<file path="config.mk">
export PLATFORM = sky130hd
export DESIGN_NAME = button_edge_and_key_repeat
export DESIGN_NICKNAME = d
export VERILOG_FILES = /design/src/design/bekr_pkg.sv /design/src/design/bekr_div.sv /design/src/design/bekr_lane.sv /design/src/design/button_edge_and_key_repeat.sv
export SDC_FILE = /design/constraint.sdc
export NUM_CORES = 2
export LEC_CHECK = 0
export BUFFER_PORTS_ARGS = -buffer_cell sky130_fd_sc_hd__buf_4
export CAP_MARGIN = 30
export CORE_MARGIN = 4
export CORE_UTILIZATION = 65
export CTS_CLUSTER_DIAMETER = 80
export DETAILED_ROUTE_END_ITERATION = 16
export PLACE_DENSITY = 0.82
export SLEW_MARGIN = 20
export SYNTH_ARGS = -nofsm -noshare
export SYNTH_HDL_FRONTEND = slang
export SYNTH_SLANG_ARGS = --single-unit
</file>
<file path="constraint.sdc">
create_clock -name clk_i -period 13.6 [get_ports clk_i]
set_input_delay 2.04 -clock clk_i [delete_from_list [all_inputs] [get_ports clk_i]]
set_output_delay 2.04 -clock clk_i [all_outputs]
set_load 0.05 [all_outputs]
</file>
<file path="src/design/bekr_pkg.sv">
// ----------------------------------------------------------------------------
// bekr_pkg
// Shared types and constants of the button edge and key repeat block.
// ----------------------------------------------------------------------------
package bekr_pkg;

  // number of buttons and field widths
  localparam int unsigned Buttons = 24;
  localparam int unsigned CntW    = 8;
  localparam int unsigned CfgIdxW = 2;

  // press counter saturation value
  localparam logic [CntW-1:0] PressMax = 8'hFF;

  // configuration register indexes
  localparam logic [CfgIdxW-1:0] CfgRepeatMask  = 2'd0;
  localparam logic [CfgIdxW-1:0] CfgRepeatDelay = 2'd1;
  localparam logic [CfgIdxW-1:0] CfgRepeatSteps = 2'd2;

  // configuration reset values
  localparam logic [CntW-1:0] DelayRst = 8'd16;
  localparam logic [CntW-1:0] StepsRst = 8'd1;
  localparam logic [CntW-1:0] QuotRst  = 8'd16;

  // repeat timing shared by every lane
  typedef struct packed {
    logic [CntW-1:0] delay;
    logic [CntW-1:0] steps;
    logic [CntW-1:0] quot;
  } lane_cfg_t;

endpackage

</file>
<file path="src/design/bekr_div.sv">
// ----------------------------------------------------------------------------
// bekr_div
// Restoring divider, one quotient bit per cycle, for the repeat step size.
// ----------------------------------------------------------------------------
module bekr_div (
  input  logic                      clk_i,
  input  logic                      rst_ni,
  input  logic                      start_i,
  input  logic [bekr_pkg::CntW-1:0] dividend_i,
  input  logic [bekr_pkg::CntW-1:0] divisor_i,
  output logic                      busy_o,
  output logic [bekr_pkg::CntW-1:0] quot_o
);

  logic                      busy_q, busy_d;
  logic [2:0]                cnt_q, cnt_d;
  logic [bekr_pkg::CntW:0]   rem_q, rem_d;
  logic [bekr_pkg::CntW-1:0] quo_q, quo_d;
  logic [bekr_pkg::CntW-1:0] div_q, div_d;
  logic [bekr_pkg::CntW-1:0] res_q, res_d;
  logic [bekr_pkg::CntW:0]   rem_sh;
  logic                      fits;

  // one shift and trial subtract
  assign rem_sh = {rem_q[bekr_pkg::CntW-1:0], quo_q[bekr_pkg::CntW-1]};
  assign fits   = rem_sh >= {1'b0, div_q};

  always_comb begin
    busy_d = busy_q;
    cnt_d  = cnt_q;
    rem_d  = rem_q;
    quo_d  = quo_q;
    div_d  = div_q;
    res_d  = res_q;
    if (start_i) begin
      busy_d = 1'b1;
      cnt_d  = 3'd7;
      rem_d  = '0;
      quo_d  = dividend_i;
      div_d  = divisor_i;
    end else if (busy_q) begin
      rem_d = fits ? (rem_sh - {1'b0, div_q}) : rem_sh;
      quo_d = {quo_q[bekr_pkg::CntW-2:0], fits};
      cnt_d = cnt_q - 3'd1;
      if (cnt_q == 3'd0) begin
        busy_d = 1'b0;
        res_d  = {quo_q[bekr_pkg::CntW-2:0], fits};
      end
    end
  end

  always_ff @(posedge clk_i or negedge rst_ni) begin
    if (!rst_ni) begin
      busy_q <= 1'b0;
      cnt_q  <= '0;
      res_q  <= bekr_pkg::QuotRst;
    end else begin
      busy_q <= busy_d;
      cnt_q  <= cnt_d;
      res_q  <= res_d;
    end
  end

  // datapath registers
  always_ff @(posedge clk_i) begin
    rem_q <= rem_d;
    quo_q <= quo_d;
    div_q <= div_d;
  end

  assign busy_o = busy_q;
  assign quot_o = res_q;

endmodule

</file>
<file path="src/design/bekr_lane.sv">
// ----------------------------------------------------------------------------
// bekr_lane
// Press counter and repeat step count of one button, with repeat firing.
// ----------------------------------------------------------------------------
module bekr_lane (
  input  logic                clk_i,
  input  logic                rst_ni,
  input  logic                en_i,
  input  logic                held_i,
  input  logic                mask_i,
  input  bekr_pkg::lane_cfg_t cfg_i,
  output logic                fire_o
);

  logic [bekr_pkg::CntW-1:0]   hold_q, hold_d;
  logic [bekr_pkg::CntW-1:0]   step_q, step_d;
  logic [bekr_pkg::CntW-1:0]   hold_a, step_a, step_c, thr;
  logic [2*bekr_pkg::CntW-1:0] prod;
  logic                        fire;

  // count frames held, clear on release
  assign hold_a = !held_i ? '0 :
                  (hold_q == bekr_pkg::PressMax) ? hold_q : hold_q + 8'd1;
  assign step_a = held_i ? step_q : '0;

  // clamp step and form the threshold modulo 256
  assign step_c = (step_a >= cfg_i.steps) ? cfg_i.steps - 8'd1 : step_a;
  assign prod   = {8'd0, step_c} * {8'd0, cfg_i.quot};
  assign thr    = cfg_i.delay - prod[bekr_pkg::CntW-1:0];
  assign fire   = mask_i && (hold_a >= thr);

  always_comb begin
    hold_d = hold_a;
    step_d = step_a;
    if (mask_i) begin
      step_d = fire ? step_c + 8'd1 : step_c;
      if (fire) begin
        hold_d = '0;
      end
    end
  end

  always_ff @(posedge clk_i or negedge rst_ni) begin
    if (!rst_ni) begin
      hold_q <= '0;
      step_q <= '0;
    end else if (en_i) begin
      hold_q <= hold_d;
      step_q <= step_d;
    end
  end

  assign fire_o = fire;

endmodule

</file>
<file path="src/design/button_edge_and_key_repeat.sv">
// ----------------------------------------------------------------------------
// button_edge_and_key_repeat
// Button edge masks and accelerating key repeat, one button word per frame.
// ----------------------------------------------------------------------------
// channel   | signals                                   | role
// switches  | switches_valid_i/ready_o, switches_i      | button word request in
// result    | out_valid_o/ready_i, held_o..repeat_res_o | edge and repeat masks out
// config    | cfg_we_i, cfg_idx_i, cfg_data_i           | register write, no wait
//
// One button word per cycle when not held off, through the input register, then
// the lane logic into the result register. A word enters the input register
// while a result waits only if that register is empty; once both hold a word,
// every cycle the result waits also holds off the input.
// A write to repeat_delay or repeat_steps runs the step quotient through the
// bit-serial divider: input is held off until the divider is done.
// Reset loads the register defaults and clears all counters.
module button_edge_and_key_repeat (
  input  logic                          clk_i,
  input  logic                          rst_ni,
  input  logic                          switches_valid_i,
  output logic                          switches_ready_o,
  input  logic [bekr_pkg::Buttons-1:0]  switches_i,
  output logic                          out_valid_o,
  input  logic                          out_ready_i,
  output logic [bekr_pkg::Buttons-1:0]  held_o,
  output logic [bekr_pkg::Buttons-1:0]  pressed_o,
  output logic [bekr_pkg::Buttons-1:0]  released_o,
  output logic [bekr_pkg::Buttons-1:0]  changed_o,
  output logic [bekr_pkg::Buttons-1:0]  repeat_res_o,
  input  logic                          cfg_we_i,
  input  logic [bekr_pkg::CfgIdxW-1:0]  cfg_idx_i,
  input  logic [bekr_pkg::Buttons-1:0]  cfg_data_i
);

  logic [bekr_pkg::Buttons-1:0] mask_q;
  logic [bekr_pkg::CntW-1:0]    delay_q, steps_q, steps_eff, quot;
  logic                         div_start_q, div_busy, busy;
  bekr_pkg::lane_cfg_t          lane_cfg;

  logic                         in_valid_q, out_valid_q, advance, accept;
  logic [bekr_pkg::Buttons-1:0] sw_q, prev_q, fire;
  logic [bekr_pkg::Buttons-1:0] diff, press, rel;
  logic [bekr_pkg::Buttons-1:0] held_q, pressed_q, released_q, changed_q, rep_q;

  // configuration registers
  always_ff @(posedge clk_i or negedge rst_ni) begin
    if (!rst_ni) begin
      mask_q      <= '0;
      delay_q     <= bekr_pkg::DelayRst;
      steps_q     <= bekr_pkg::StepsRst;
      div_start_q <= 1'b0;
    end else begin
      div_start_q <= 1'b0;
      if (cfg_we_i) begin
        case (cfg_idx_i)
          bekr_pkg::CfgRepeatMask: begin
            mask_q <= cfg_data_i;
          end
          bekr_pkg::CfgRepeatDelay: begin
            delay_q     <= cfg_data_i[bekr_pkg::CntW-1:0];
            div_start_q <= 1'b1;
          end
          bekr_pkg::CfgRepeatSteps: begin
            steps_q     <= cfg_data_i[bekr_pkg::CntW-1:0];
            div_start_q <= 1'b1;
          end
          default: begin
          end
        endcase
      end
    end
  end

  // zero steps counts as one
  assign steps_eff = (steps_q == '0) ? 8'd1 : steps_q;

  // step quotient delay / steps
  bekr_div u_div (
    .clk_i      (clk_i),
    .rst_ni     (rst_ni),
    .start_i    (div_start_q),
    .dividend_i (delay_q),
    .divisor_i  (steps_eff),
    .busy_o     (div_busy),
    .quot_o     (quot)
  );

  assign busy           = div_start_q | div_busy;
  assign lane_cfg.delay = delay_q;
  assign lane_cfg.steps = steps_eff;
  assign lane_cfg.quot  = quot;

  // handshake between input register and result register
  assign advance          = in_valid_q && (!out_valid_q || out_ready_i);
  assign switches_ready_o = !busy && (!in_valid_q || advance);
  assign accept           = switches_valid_i && switches_ready_o;

  // input register
  always_ff @(posedge clk_i or negedge rst_ni) begin
    if (!rst_ni) begin
      in_valid_q <= 1'b0;
    end else if (accept) begin
      in_valid_q <= 1'b1;
    end else if (advance) begin
      in_valid_q <= 1'b0;
    end
  end

  always_ff @(posedge clk_i) begin
    if (accept) begin
      sw_q <= switches_i;
    end
  end

  // edge masks
  assign diff  = prev_q ^ sw_q;
  assign press = sw_q & diff;
  assign rel   = prev_q & diff;

  // per-button repeat lanes
  for (genvar i = 0; i < bekr_pkg::Buttons; i++) begin : g_lane
    bekr_lane u_lane (
      .clk_i  (clk_i),
      .rst_ni (rst_ni),
      .en_i   (advance),
      .held_i (sw_q[i]),
      .mask_i (mask_q[i]),
      .cfg_i  (lane_cfg),
      .fire_o (fire[i])
    );
  end

  // previous word and result valid
  always_ff @(posedge clk_i or negedge rst_ni) begin
    if (!rst_ni) begin
      prev_q      <= '0;
      out_valid_q <= 1'b0;
    end else begin
      if (advance) begin
        prev_q      <= sw_q;
        out_valid_q <= 1'b1;
      end else if (out_ready_i) begin
        out_valid_q <= 1'b0;
      end
    end
  end

  // result register
  always_ff @(posedge clk_i) begin
    if (advance) begin
      held_q     <= sw_q;
      pressed_q  <= press;
      released_q <= rel;
      changed_q  <= diff;
      rep_q      <= press | fire;
    end
  end

  assign out_valid_o  = out_valid_q;
  assign held_o       = held_q;
  assign pressed_o    = pressed_q;
  assign released_o   = released_q;
  assign changed_o    = changed_q;
  assign repeat_res_o = rep_q;

  // no item taken while the quotient is being formed
  a_no_accept_busy: assert property (@(posedge clk_i) disable iff (!rst_ni)
    accept |-> !div_busy && !div_start_q)
    else $error("input accepted while quotient in progress");

  // a timing write holds off input in the next cycle
  a_hold_after_cfg: assert property (@(posedge clk_i) disable iff (!rst_ni)
    cfg_we_i && (cfg_idx_i == bekr_pkg::CfgRepeatDelay ||
                 cfg_idx_i == bekr_pkg::CfgRepeatSteps) |=> !switches_ready_o)
    else $error("input ready right after timing write");

  // edges are disjoint and make up the change mask
  a_edges: assert property (@(posedge clk_i) disable iff (!rst_ni)
    out_valid_o |-> ((pressed_o & released_o) == '0) &&
                    (changed_o == (pressed_o | released_o)))
    else $error("edge masks inconsistent");

  // a new press always shows in the repeat mask and is held
  a_press_repeat: assert property (@(posedge clk_i) disable iff (!rst_ni)
    out_valid_o |-> ((pressed_o & ~repeat_res_o) == '0) &&
                    ((pressed_o & ~held_o) == '0))
    else $error("press missing from repeat or held mask");

endmodule

</file>
Word-level counts from Yosys, hierarchy flattened
Index checks and enable logic that the tools add are counted.
- latch bits: 0
- memories: 0
- register bits after elaboration: 631
- logic and storage cells: 497
- output and inout port bits: 122
- memory bits (writable): 0
- bits in read-only memories: 0
- shift operators: 0
- muxes and demuxes: 207
- reduce and logical (&&, ||, !) cells: 43
- divide/modulo/power cells: 0
- order comparisons: 49
- bitwise gates (word level): 6
- add/subtract/negate cells: 75
- $mul: 24
- equality and inequality tests: 26
- operators by type and width (operator ; count):
    $mux 8 ; 196
    $add 8x1->8 const B ; 48
    $ge 8x8->1 ; 48
    $sub 8x8->8 ; 25
    $eq 8x8->1 const B ; 24
    $mul 8x8->8 ; 24
    $and 24x24->24 ; 2
    $logic_and 1x1->1 ; 27
    $or 24x24->24 ; 1
    $xor 24x24->24 ; 1
    $ge 9x8->1 ; 1
    $mux 1 ; 9
    $logic_not 8->1 ; 1
    $sub 8x1->8 const B ; 1
    $mux 3 ; 2
    $reduce_and 2->1 ; 3
    $reduce_bool 2->1 ; 3
    $logic_not 1->1 ; 3
    $logic_not 3->1 ; 1
    $reduce_and 3->1 ; 1
    $sub 3x1->3 const B ; 1
    $eq 2x1->1 const B ; 1
    $eq 2x2->1 const B ; 1
    $logic_not 2->1 ; 1
    other kinds (4) ; 5

Longest topological paths before layout
- depth in word-level cells: 10
- depth in mapped cells: 40
- mapped depth without buffers: 36

Cells and area by module
A second synthesis with hierarchy kept.
- cells, all modules: 8733
- area total of the unflattened synthesis: 78311.4 sq um
- by module, submodules not included (module ; times used ; area each (sq um) ; seq. area each (sq um) ; cells an instance):
    bekr_lane at g_lane[0].u_lane ... ; 12 ; 2844.0 ; 400.4 ; 336
    bekr_lane at g_lane[5].u_lane ... ; 4 ; 2770.2 ; 400.4 ; 324
    bekr_lane at g_lane[2].u_lane ... ; 3 ; 2906.5 ; 400.4 ; 354
    button_edge_and_key_repeat ; 1 ; 8010.2 ; 6003.3 ; 452
    bekr_lane at g_lane[21].u_lane ... ; 2 ; 2855.2 ; 400.4 ; 335
    bekr_lane at g_lane[9].u_lane ; 1 ; 3011.6 ; 400.4 ; 368
    bekr_lane at g_lane[20].u_lane ; 1 ; 2934.1 ; 400.4 ; 346
    bekr_lane at g_lane[23].u_lane ; 1 ; 2855.2 ; 400.4 ; 345
    bekr_div ; 1 ; 1861.8 ; 942.2 ; 162

Worst setup path before layout
Ideal clock, no wire load.
- path kind: flip-flop to flip-flop
- start: reg steps_q[4] (netlist bit)
- end: reg g_lane[21].u_lane.step_q[6] (netlist bit)
- stages on the path, launching flop included: 39
- path buffers: 3
- data required time: 13.471 ns
- clock period less this slack: 9.001 ns
- arrival time: 8.872 ns
- path slack: 4.599 ns
- library setup time: 0.129 ns
- cells stage by stage: dfrtp_1 -> nor4_2 -> a31oi_1 -> inv_2 -> clkbuf_1 -> ha_1 -> nor2b_1 -> maj3_1 -> o21ai_0 -> a221o_1 -> buf_2 -> buf_2 -> nor2_1 -> a21oi_1 -> and2_1 -> fa_1 -> inv_1 -> fa_1 -> [3 not listed] -> inv_1 -> ha_1 -> a21oi_1 -> o21ai_0 -> xnor2_1 -> xnor2_1 -> xnor2_1 -> xnor2_1 -> xnor2_1 -> ha_1 -> or3_1 -> a211oi_1 -> nor2_1 -> and3_1 -> and3_1 -> nand2_1 -> xor2_1 -> o21ai_0
- RTL lines (item ; line ; RTL):
    from (decl) ; button_edge_and_key_repeat.sv:36 ; logic [bekr_pkg::CntW-1:0] delay_q, steps_q, steps_eff, quot;
    from (signal assigned) ; button_edge_and_key_repeat.sv:50 ; steps_q <= bekr_pkg::StepsRst;
    from (signal assigned) ; button_edge_and_key_repeat.sv:64 ; steps_q <= cfg_data_i[bekr_pkg::CntW-1:0];
    to (signal assigned) ; bekr_lane.sv:49 ; step_q <= step_d;
    to (decl) ; bekr_lane.sv:16 ; logic [bekr_pkg::CntW-1:0] step_q, step_d;

Final worst setup path
- start: reg steps_q[4] (netlist bit)
- end: reg g_lane[21].u_lane.step_q[7] (netlist bit)
- word-level cells in the longest chain between the ends: 10
- elaborated cells between the ends (all ways): 12
- those cells by class: add/sub (3); mul (1); order compare (2); mux (4); reduce/logical (2)
- ends and longest elaborated chain (item ; line ; RTL):
    $logic_not 8->1 ; button_edge_and_key_repeat.sv:75 ; assign steps_eff = (steps_q == '0) ? 8'd1 : steps_q;
    $mux 8 * ; button_edge_and_key_repeat.sv:75 ;
    $sub 8x1->8 or $ge 8x8->1 (tied branches) ; bekr_lane.sv:27 ; assign step_c = (step_a >= cfg_i.steps) ? cfg_i.steps - 8'd1 : step_a;
    $mux 8 * ; bekr_lane.sv:27 ;
    $mul 8x8->8 ; bekr_lane.sv:28 ; assign prod = {8'd0, step_c} * {8'd0, cfg_i.quot};
    $sub 8x8->8 ; bekr_lane.sv:29 ; assign thr = cfg_i.delay - prod[bekr_pkg::CntW-1:0];
    $ge 8x8->1 ; bekr_lane.sv:30 ; assign fire = mask_i && (hold_a >= thr);
    $logic_and 1x1->1 ; bekr_lane.sv:30 ;
    $mux 8 * ; bekr_lane.sv:36 ; step_d = fire ? step_c + 8'd1 : step_c;
    $mux 8 * ; bekr_lane.sv:35 ; if (mask_i) begin
Mark *: on every way between the ends. The rest lies on a longest branch, timed or not.
A chain may end at the register's enable or synchronous reset.

==> results.py <==
metrics = {
    "global_routing": {
        "met2_usage_pct": 54.0,
        "grt.busiest_layer": "met2",
        "grtUsageMet3_pct": 6.33,
        "grt_pass1_vias": 60400,
        "grt_pass1_wl_mm": 318,
        "use_met1_pct": 44.5,
        "grtUsageTotal_pct": 33.6,
        "grt_max_degree": 147,
        "grt_antenna_before_repair": 8,
        "grt_overflow_total": 0,
    },
    "routing": {
        "routedWlPerCell_um": 20.2,
        "first_iter_violations": 5261,
        "drtAntennaViolNets": 0,
        "wl_mm": 197,
        "num_vias": 60100,
        "drc": 0,
        "dr.pass1.iters": 6,
        "vias_per_cell": 6.18,
    },
    "finish": {
        "multi_input_area_um2": 52700,
        "area_growth_pct": 7.68,
        "drive_gt1_share_pct": 8.42,
        "n_fill_cell": 8361,
        "nNetsFinal": 9610,
        "regArea_um2": 16600,
    },
    "hold_path": {
        "hp-class": "flip-flop to flip-flop",
    },
    "timing": {
        "layout_setup_ws_ns": 3.50,
        "relSlewSlack_pct": 19.2,
        "worst_clock_skew_ns": 0.0332,
        "worst-slew-pin-transition_ns": 1.21,
        "hold_viol_final": 0,
        "report.final.slew_viol_count": 0,
        "rsz0062_at_grt": "no",
        "max_freq_mhz": 99.0,
        "setup_viol": 0,
        "timing.setup.tns_ns": 0,
        "period_share_pct": 74.3,
        "fin_crit_ns": 10.10,
    },
    "logic_synthesis": {
        "synth_edf_count": 160,
        "yosys_most_used_dff": "dfrtp_1",
        "ys_ff_latch": 631,
        "synth_cell_type_count": 98,
        "syn_area_um2": 72700,
        "syn_inst": 8136,
        "syn_nets": 9574,
        "yosysSeqAreaShare_pct": 22.8,
        "synth.avg_cell_area_um2": 8.93,
        "async_flop_share_pct": 73.4,
        "ys_warn_count": 0,
    },
    "place": {
        "gp_congestion": 0.934,
        "dp_slack_ns": 3.65,
        "dp_hpwl_mm": 137,
        "port_buffers": 176,
    },
    "clocking": {
        "cts_tree": "built",
        "numCtsBuffers": 78,
        "cts_num_sinks": 631,
        "cts_root_buf": "clkbuf_16",
        "worstSkewPairLatency_ns": 0.69,
        "cts_setup_buffers": 0,
        "clk_pin_slew_ns": 0.06,
        "htree_levels": 3,
        "ctsResizeCount": 0,
        "cts_hold_buf": 0,
        "cts_buffer_depth": 3,
    },
    "flow_run": {
        "cap_violations": 0,
    },
    "critical_path": {
        "cp-end-kind": "flip-flop",
        "start_kind": "flip-flop",
        "crit_type": "flip-flop to flip-flop",
        "crit_fanout": 28,
        "critPathMostFrequentCell": "xnor2_1",
        "cp.required_ns": 14.16,
        "slowest_stage": "mux2i_1",
        "cp_slowest_stage_delay_ns": 0.82,
        "critPathArrivalTime_ns": 10.65,
    },
    "power": {
        "pwr-share-seq_pct": 23.5,
        "switching_power_uw": 5410,
        "ir_drop_mv": 0.135,
        "leakagePower_uw": 0.0363,
        "switching_share_pct": 46.0,
        "p_per_area_nw_per_um2": 150,
        "clockPowerShare_pct": 18.5,
        "p_int_uw": 6340,
        "p_comb_share_pct": 58.0,
    },
    "status": {
        "outcome": "finished, final reports clean",
    },
    "floorplanning": {
        "core_area_um2": 111000,
        "ioPinCount": 177,
        "dieArea_um2": 117000,
        "die_x_um": 342,
        "initial_core_util_pct": 65.6,
        "fp.dieH_um": 342,
        "fp-row-count": 122,
    },
}
[synthesized netlist by cell type (all sizes together), types with 76 or more instances]
master  count  area [µm²]
xnor2     436        3840
a21o      107         803
clkbuf    279        1050
xor2      281        2460
and2      820        5130
o21ai     628        3170
inv       584        2190
mux2i     126        1260
edfxtp    160        4800
a21oi     266        1340
mux2      132        1490
nor3       94         482
nand4     109         682
dfrtp     460       11500
fa        385        7710
nand2     888        3340
o41ai      79         692
o21a      101         758
ha        998       12500
nand2b    122         763
or2        76         475
nor2      312        1170
nand3     156         781
[registers in the layout, summed over array words and instances, names as in the netlist, 3 cells and up]
name,cells
released_o,24
steps_q,8
g_lane.u_lane.step_q,192
u_div.cnt_q,3
u_div.div_q,8
held_o,24
g_lane.u_lane.hold_q,192
pressed_o,24
prev_q,24
repeat_res_o,24
sw_q,24
u_div.rem_q,8
changed_o,24
delay_q,8
mask_q,24
u_div.quot_o,8
u_div.quo_q,8
[power groups by stage]
stage | combinational (µW) | sequential, µW | clock [µW]
global route | 7630 | 2790 | 2270
finish | 6820 | 2760 | 2170
floorplan | 4980 | 2640 | 0
detailed placement | 6660 | 2770 | 0
global placement | 6370 | 2750 | 0
CTS | 6740 | 2740 | 2190
[worst paths after layout]
path | from | endpoint | slack [ns] | cells after the start
max | steps_q[4] | g_lane[21].u_lane.step_q[7] | 3.50 | 35
min | g_lane[17].u_lane.step_q[7] | g_lane[17].u_lane.step_q[7] | 0.47 | 2
max reg2reg | steps_q[4] | g_lane[21].u_lane.step_q[7] | 3.50 | 35
min reg2reg | g_lane[17].u_lane.step_q[7] | g_lane[17].u_lane.step_q[7] | 0.47 | 2
max in group asynchronous | rst_ni | g_lane[8].u_lane.hold_q[1] | 10.38 | 4
min in group asynchronous | rst_ni | prev_q[17] | 1.34 | 1
[kinds of logic after synthesis]
logic type | count (synthesis) | share of synthesized area (%)
xor+xnor | 721 | 8.80
mux | 262 | 3.91
simple gates | 2783 | 19.6
buf+inv | 914 | 4.82
flops | 631 | 22.8
fa+ha+maj | 1396 | 28.0
compound gates | 1429 | 12.1
[cell type report]
cell class                 instances  area share [%]
sequential                       631            21.2
inverter                         590            2.84
multi-input combinational       6591            67.3
clock inverter                    52           0.697
timing repair buffer             280            2.91
tap                             1488            2.38
antenna                            4          0.0128
clock buffer                      94            2.62
[cells in the final DEF, fill, tap and decap left out, types with 66 or more instances in the layout]
cell type  count
edfxtp_1     160
nor2_1       312
mux2_2       128
or2_2         76
buf_4        265
dfrtp_1      450
nand2b_1     122
a21o_1       107
a21oi_1      262
mux2i_1      125
ha_1         997
xnor2_1      430
xor2_1       280
o21ai_0      571
o21a_1       101
nor3_1        93
inv_1        569
nand4_1      109
clkbuf_16     78
and3_1        66
nand2_1      885
nand3_1      156
and2_1       818
o41ai_1       79
fa_1         385
[stage by stage]
step           power (µW)  instances  hold WS (ns)  area [µm²]  utilization, %
5_1_grt             12700       9726         0.489       78200            70.6
3_3_place_gp         9120       9567         0.442       75400            68.0
6_report            11700       9730         0.471       78200            70.6
2_1_floorplan        7610       8136         0.426       72700               -
4_1_cts             11700       9715         0.475       78000            70.4
3_5_place_dp         9430       9569         0.462       75400            68.1
[metal layers]
layer | part of all wire, % | routed length, µm
met1 | 40 | 78900
met2 | 45 | 88900
met3 | 10 | 19600
met4 | 4.8 | 9400
met5 | 0.012 | 23
[critical path: cells and delay by family, from the launching register on]
kind	cells	cell delay, ns
xor+xnor	6	0.99
mux	1	0.82
compound gates	8	1.64
fa+ha+maj	8	2.82
simple gates	7	2.07
flops	1	0.48
buf+inv	5	1.10
No activity file was read; power rests on OpenSTA's default activity.
